## config.mk

```make
export PLATFORM = sky130hd
export DESIGN_NAME = latt_entry
export DESIGN_NICKNAME = d
export VERILOG_FILES = /design/src/rtl/latt_pkg.sv /design/src/rtl/latt_entry.sv
export SDC_FILE = /design/constraint.sdc
export NUM_CORES = 1
export LEC_CHECK = 0
export BUFFER_PORTS_ARGS = -buffer_cell sky130_fd_sc_hd__buf_4
export CAP_MARGIN = 20
export CELL_PAD_IN_SITES_DETAIL_PLACEMENT = 1
export CELL_PAD_IN_SITES_GLOBAL_PLACEMENT = 2
export CORE_AREA = 10 10 176 178
export DETAILED_ROUTE_END_ITERATION = 10
export DIE_AREA = 0 0 186 188
export PLACE_DENSITY = 0.82
export SYNTH_ARGS = -nofsm -noshare
export SYNTH_HDL_FRONTEND = slang
export SYNTH_SLANG_ARGS = --single-unit
```

## constraint.sdc

```tcl
create_clock -name vclk -period 5.6
set_input_delay 0.28 -clock vclk [all_inputs]
set_output_delay 0.28 -clock vclk [all_outputs]
set_load 0.03 [all_outputs]
```

## src/rtl/latt_pkg.sv

```systemverilog
`timescale 1ns / 1ps
// ----------------------------------------------------------------------------
// latt_pkg: shared types and constants of the aging transposition table
// Operation codes, payload structs and default sizing.
// ----------------------------------------------------------------------------
package latt_pkg;

    localparam int ENTRIES_DEF      = 4096;
    localparam int SAMPLE_COUNT_DEF = 1000;
    localparam int MATE_BOUND_DEF   = 30000;
    localparam int PLY_LIMIT_DEF    = 128;

    localparam int KEY_W     = 64;
    localparam int DATA_W    = 64;
    localparam int WORD_W    = KEY_W + DATA_W;
    localparam int AGE_W     = 4;
    localparam int USAGE_W   = 10;
    localparam int USAGE_MAX = 1023;

    localparam logic [2:0] OP_SAVE  = 3'd0;
    localparam logic [2:0] OP_LOAD  = 3'd1;
    localparam logic [2:0] OP_CLEAR = 3'd2;
    localparam logic [2:0] OP_NEWIT = 3'd3;
    localparam logic [2:0] OP_USAGE = 3'd4;

    typedef struct packed {
        logic [2:0]        op;
        logic [KEY_W-1:0]  key;
        logic signed [7:0] search_depth;
        logic [7:0]        ply;
        logic signed [15:0] value_score;
        logic signed [15:0] eval_score;
        logic [15:0]       best_move;
        logic [3:0]        bound_flag;
    } req_t;

    typedef struct packed {
        logic               hit;
        logic signed [15:0] out_score;
        logic signed [15:0] out_eval;
        logic [15:0]        out_move;
        logic signed [7:0]  out_depth;
        logic [3:0]         out_flag;
        logic [USAGE_W-1:0] usage_count;
    } rsp_t;

    // Outcome of one entry evaluation for save or load
    typedef struct packed {
        logic              replace;
        logic [WORD_W-1:0] word;
        rsp_t              rsp;
    } entry_out_t;

endpackage

```

## src/rtl/latt_entry.sv

```systemverilog
`timescale 1ns / 1ps
// ----------------------------------------------------------------------------
// latt_entry: entry check, replacement decision and mate score shift
// Evaluates one stored word against a save or load request.
// ----------------------------------------------------------------------------
module latt_entry #(
    parameter int MATE_BOUND = latt_pkg::MATE_BOUND_DEF,
    parameter int PLY_LIMIT  = latt_pkg::PLY_LIMIT_DEF
) (
    input  latt_pkg::req_t                   req,
    input  logic [latt_pkg::WORD_W-1:0]      stored,
    input  logic [latt_pkg::AGE_W-1:0]       age,
    output latt_pkg::entry_out_t             result
);
    import latt_pkg::*;

    localparam logic signed [16:0] BOUND = 17'(MATE_BOUND - PLY_LIMIT);

    logic [KEY_W-1:0]   chk;
    logic [DATA_W-1:0]  data;
    logic               match;
    logic signed [15:0] st_score;
    logic signed [7:0]  st_depth;
    logic [15:0]        ply16;
    logic [15:0]        save_score;
    logic [15:0]        load_score;
    logic [DATA_W-1:0]  new_data;

    assign chk      = stored[WORD_W-1:DATA_W];
    assign data     = stored[DATA_W-1:0];
    assign match    = (chk ^ req.key) == data;
    assign st_score = data[15:0];
    assign st_depth = data[55:48];
    assign ply16    = {8'd0, req.ply};

    always_comb
    begin
        if (req.value_score > BOUND)
            save_score = 16'(req.value_score + ply16);
        else if (req.value_score < -BOUND)
            save_score = 16'(req.value_score - ply16);
        else
            save_score = req.value_score;

        if (st_score > BOUND)
            load_score = 16'(st_score - ply16);
        else if (st_score < -BOUND)
            load_score = 16'(st_score + ply16);
        else
            load_score = st_score;
    end

    assign new_data = {age, req.bound_flag, req.search_depth, req.best_move,
                       req.eval_score, save_score};

    always_comb
    begin
        result.replace = match || (req.search_depth >= st_depth)
                         || (data[63:60] != age);
        result.word    = {req.key ^ new_data, new_data};
        result.rsp     = '0;
        if (match)
        begin
            result.rsp.hit       = 1'b1;
            result.rsp.out_score = load_score;
            result.rsp.out_eval  = data[31:16];
            result.rsp.out_move  = data[47:32];
            result.rsp.out_depth = st_depth;
            result.rsp.out_flag  = data[59:56];
        end
    end

endmodule

```

==> flow_summary_export.csv, run 1 <==
group,metric,value,unit
critical_path,arrival,3.25,ns
critical_path,cp-startpoint,"stored[79]",
logic_synthesis,synthTopCellsByArea,"xnor2_1 20%, xor2_1 15%, ha_1 10%",
placement,gp_congestion,0.878,
floorplanning,core-area,27500,um^2
placement,place_inst,1425,
layout,drive_gt1_frac,0.438,
floorplanning,io_pins,467,
critical_path,cp-start-kind,"input port",
timing,worstMarginPinSlew,0.711,ns
layout,post-route-util,0.308,
global_route,grt_pass1_vias,6999,
layout,nNetsFinal,1394,
logic_synthesis,syn_area_per_cell,7.33,um^2
logic_synthesis,synth.most_common_cell,"xnor2_1",
layout,final_cells,1431,
global_route,grt.total_usage,0.179,
logic_synthesis,ys_seq_area_frac,0,
logic_synthesis,synthCells,692,
route,drtIter0Drc,187,
global_route,grt_pass1_wl,47.2,mm
route,num_vias,6437,
logic_synthesis,synth_area,5070,um^2
timing,slew_headroom,0.523,
power_and_ir_drop,p_switching,0.510,mW
critical_path,end_kind,"primary output",
power_and_ir_drop,internal_power,0.381,mW
timing,rsz0062_at_grt,"false",
min_path,min_path_type,"input port to primary output",
power_and_ir_drop,swShare,0.573,
logic_synthesis,synth.top_cell.area_share,0.198,
layout,nClkBuffers,0,
power_and_ir_drop,leakagePower,4.15,nW
critical_path,path_max_fanout,54,
power_and_ir_drop,power_frac_comb,1.000,
placement,place_ws,1.96,ns
global_route,grt_overflow_total,0,
run,drv_cap,0,
timing,finalHoldViolCount,0,
timing,slew_violations,0,
layout,regArea,0,um^2
power_and_ir_drop,powerDensity,105,nW/um^2
outcome,status,"finished, final reports clean",
timing,max_freq,283,MHz
clock_tree,ctsResizeCount,0,
floorplanning,chipHeight,188,um
timing,finalSetupViolCount,0,
min_path,holdPathStages,2,
route,detail-route-antenna-nets,0,
critical_path,required,5.32,ns
route,dr.pass1.iters,4,
placement,port_buffers,454,
critical_path,crit_end,"result[65]",
power_and_ir_drop,pwr-share-clk,0,
clock_tree,post-cts-setup-buffers,0,
timing,finalCritPeriodShare,0.630,
layout,nFlopsAndLatches,0,
floorplanning,rows,61,
logic_synthesis,yosys_warnings,0,
power_and_ir_drop,ir_drop,0.0000619,V
timing,worst_slack,2.07,ns
timing,layout_min_cycle_time,3.53,ns
logic_synthesis,ys_types,60,
critical_path,critPathKind,"input port to primary output",
route,via_per_inst,4.50,
power_and_ir_drop,pwr-share-seq,0,
placement,dp_hpwl,31.3,mm
floorplanning,dieArea,35000,um^2
route,wl_per_cell,23.7,um
global_route,antenna_found_initial,6,
global_route,grt_max_degree,55,
logic_synthesis,yosys.area.top_type,"xnor2_1",
timing,fin_setup_tns,0,ns
route,drc,0,
clock_tree,ctsHoldBuffers,0,
floorplanning,fp.dieW,186,um
layout,area_growth,66.5,%
floorplanning,start_util,0.185,
logic_synthesis,synth_common_cells,"115 x xnor2_1, 89 x xor2_1, 59 x buf_4",
route,routed_wl,33.9,mm
[per-layer routing]
layer / wire (um) / track usage
met1: 12400 / 0.187
met3: 2650 / 0.0466
met4: 310 / 0.0174
met2: 18600 / 0.354
met5: 20 / 0
[how the worst min path moves through the flow]
stage / endpoint / startpoint
CTS: result[101] / req[34]
global route: result[101] / req[34]
finish: result[101] / req[34]
floorplan: result[100] / req[33]
global placement: result[101] / req[34]
detailed placement: result[101] / req[34]
[area by class of cell]
type	instances	area, um^2
tap	346	433
inverter	41	154
fill	3418	19000
multi-input combinational	583	4430
antenna	5	12.5
timing repair buffer	456	3420
[critical path: stages]
cell and delay [ns]:
buf_4 0.12, xnor2_1 0.28, xnor2_1 0.09, or4_1 0.50
nor4_1 0.28, nand4_1 0.22, nor3_4 0.50, buf_4 0.53
and3b_2 0.27, buf_4 0.17
[cells in the final DEF (no fill, tap or decap), types with 7 or more instances in the layout]
master,instances
a21o_1,9
xnor2_1,115
nor4_1,16
o22ai_1,9
nand2_1,28
conb_1,10
o21ai_0,31
xor2_1,89
nor2_1,29
ha_1,41
nor2b_1,7
and2_1,45
inv_1,41
a221oi_1,7
o221a_2,7
nand2b_1,7
o21a_1,7
buf_4,455
nand4_1,12
nor3_1,8
a21oi_1,23
[per-stage QoR]
step	power (mW)	hold slack (ns)	instance area, um^2
2_1_floorplan	0.492	0.692	5110
3_3_place_gp	0.895	0.797	8430
3_5_place_dp	0.901	0.797	8430
4_1_cts	0.905	0.797	8430
5_1_grt	0.961	0.803	8440
6_report	0.891	0.795	8450
[cells by family (layout without fill, tap and decap cells)]
group / count (synthesis) / after routing / synth area share
muxes: 1 / 1 / 0.00197
AOI/OAI and AO/OA: 138 / 138 / 0.189
adders and majority gates: 45 / 45 / 0.117
and+or+nand+nor: 185 / 185 / 0.206
xor gates and xnor gates: 204 / 204 / 0.352
buffers and inverters: 118 / 497 / 0.134
other: 1 / 15 / 0.000739
[power by group through the flow]
stage,logic (mW),registers [mW],clock network (mW)
2_1_floorplan,0.492,0,0
3_3_place_gp,0.895,0,0
3_5_place_dp,0.901,0,0
4_1_cts,0.905,0,0
5_1_grt,0.961,0,0.0000000479
6_report,0.891,0,0.000000120
Power figures use the tool's default switching activity.
==> inputs of run 2 (changes only) <==
--- a/config.mk
+++ b/config.mk
@@ -9,10 +9,10 @@
 export CAP_MARGIN = 20
 export CELL_PAD_IN_SITES_DETAIL_PLACEMENT = 1
 export CELL_PAD_IN_SITES_GLOBAL_PLACEMENT = 2
-export CORE_AREA = 10 10 176 178
+export CORE_MARGIN = 10
+export CORE_UTILIZATION = 18
 export DETAILED_ROUTE_END_ITERATION = 10
-export DIE_AREA = 0 0 186 188
-export PLACE_DENSITY = 0.82
+export PLACE_DENSITY = 0.8
 export SYNTH_ARGS = -nofsm -noshare
 export SYNTH_HDL_FRONTEND = slang
 export SYNTH_SLANG_ARGS = --single-unit
==> constraint.sdc (replaced) <==
create_clock -name vclk -period 3.7
set_input_delay 0.185 -clock vclk [all_inputs]
set_output_delay 0.185 -clock vclk [all_outputs]
set_load 0.03 [all_outputs]
==> flow_summary_export.csv, run 2 (synthesized netlist as in run 1, its figures left out) <==
group,metric,value,unit
outcome,status,"finished, final reports clean",
route,num_vias,6423,
critical_path,end_kind,"primary output",
layout,final_common_cell,"buf_4",
route,dr.pass1.iters,4,
placement,placed_cell_area,8490,um^2
layout,area_growth,67.5,%
timing,slew_violations,0,
placement,dp_hpwl,31.4,mm
critical_path,cp-start-kind,"input port",
timing,max_freq,325,MHz
global_route,grt_pass1_wl,48.5,mm
floorplanning,fp.dieW,188,um
global_route,antenna_found_initial,3,
timing,slew_headroom,0.514,
timing,finalHoldViolCount,0,
route,via_per_inst,4.40,
min_path,min_path_type,"input port to primary output",
global_route,grt_pass1_vias,7080,
layout,drive_gt1_frac,0.438,
power_and_ir_drop,leakagePower,4.16,nW
route,routed_wl,34.1,mm
placement,port_buffers,454,
critical_path,cp-startpoint,"req[36]",
global_route,grt_use_met1,0.193,
clock_tree,ctsHoldBuffers,0,
timing,worstMarginPinSlew,0.724,ns
layout,nNetsFinal,1394,
clock_tree,post-cts-setup-buffers,0,
timing,finalSetupViolCount,0,
floorplanning,start_util,0.183,
layout,regArea,0,um^2
floorplanning,rows,61,
placement,gp_congestion,0.877,
floorplanning,dieArea,35300,um^2
power_and_ir_drop,powerDensity,159,nW/um^2
global_route,grt.busiest_layer,"met2",
global_route,grtUsageMet3,0.0395,
critical_path,required,3.51,ns
floorplanning,chipHeight,188,um
global_route,grt.total_usage,0.179,
layout,nClkBuffers,0,
critical_path,path_max_fanout,4,
critical_path,arrival,2.89,ns
timing,fin_setup_tns,0,ns
route,drc,0,
global_route,grt_max_degree,63,
layout,fin_area,8500,um^2
power_and_ir_drop,ir_drop,0.0000953,V
global_route,grt_overflow_total,0,
timing,finalCritPeriodShare,0.831,
critical_path,critPathKind,"input port to primary output",
global_route,globalRouteMet2Util,0.355,
timing,layout_min_cycle_time,3.07,ns
timing,rsz0062_at_grt,"false",
route,detail-route-antenna-nets,0,
route,wl_per_cell,23.3,um
layout,layout.cells.most_common_list,"455 x buf_4, 115 x xnor2_1, 89 x xor2_1",
layout,nFlopsAndLatches,0,
critical_path,crit_end,"result[149]",
run,drv_cap,0,
clock_tree,ctsResizeCount,0,
min_path,hold_start,"req[17]",
floorplanning,core-area,27800,um^2
floorplanning,io_pins,467,
route,drtIter0Drc,195,
-- run 2: worst min path at each step --
stage	endpoint	slack [ns]	cells after the start
finish	result[116]	0.61	2
global route	result[88]	0.61	2
CTS	result[116]	0.61	2
detailed placement	result[116]	0.61	2
global placement	result[103]	0.61	2
floorplan	result[100]	0.50	1
-- run 2: report_power, final --
part           leakage (nW)  switching, mW  internal, mW
clock network     0.0000127              0  0.0000000726
registers                 0              0             0
logic                  4.16          0.770         0.577
total                  4.16          0.770         0.577
-- run 2: final cells by class --
class                           instances  area [um^2]
Antenna cell                            2         5.00
Fill cell                            3501        19300
Inverter                               41          154
Multi-Input combinational cell        583         4430
Tap cell                              378          473
Timing Repair Buffer                  456         3440
-- run 2: critical path, stage by stage --
cell      delay [ns]
buf_4           0.12
inv_1           0.07
ha_1            0.15
inv_1           0.05
fa_1            0.44
a211oi_1        0.25
nor2_1          0.10
o31a_1          0.27
o21a_1          0.24
nor4b_1         0.49
a21o_1          0.17
xor2_1          0.16
buf_4           0.19
-- run 2: routing by layer --
| layer | share of wire | wire, um | vias up |
|---|---|---|---|
| met5 | 0.00038 | 13 | - |
| met4 | 0.0061 | 209 | 2 |
| met3 | 0.062 | 2120 | 10 |
| met2 | 0.55 | 18800 | 240 |
| met1 | 0.38 | 12900 | 3079 |
| li1 | - | - | 3092 |
-- run 2: through the flow --
step	power, mW	util	cells	hold slack [ns]	setup slack, ns
floorplan	0.744	-	701	0.502	0.654
global placement	1.35	0.306	1458	0.606	0.688
detailed placement	1.36	0.306	1458	0.608	0.664
CTS	1.37	0.306	1458	0.608	0.646
global route	1.45	0.306	1460	0.614	0.436
finish	1.35	0.306	1460	0.607	0.626
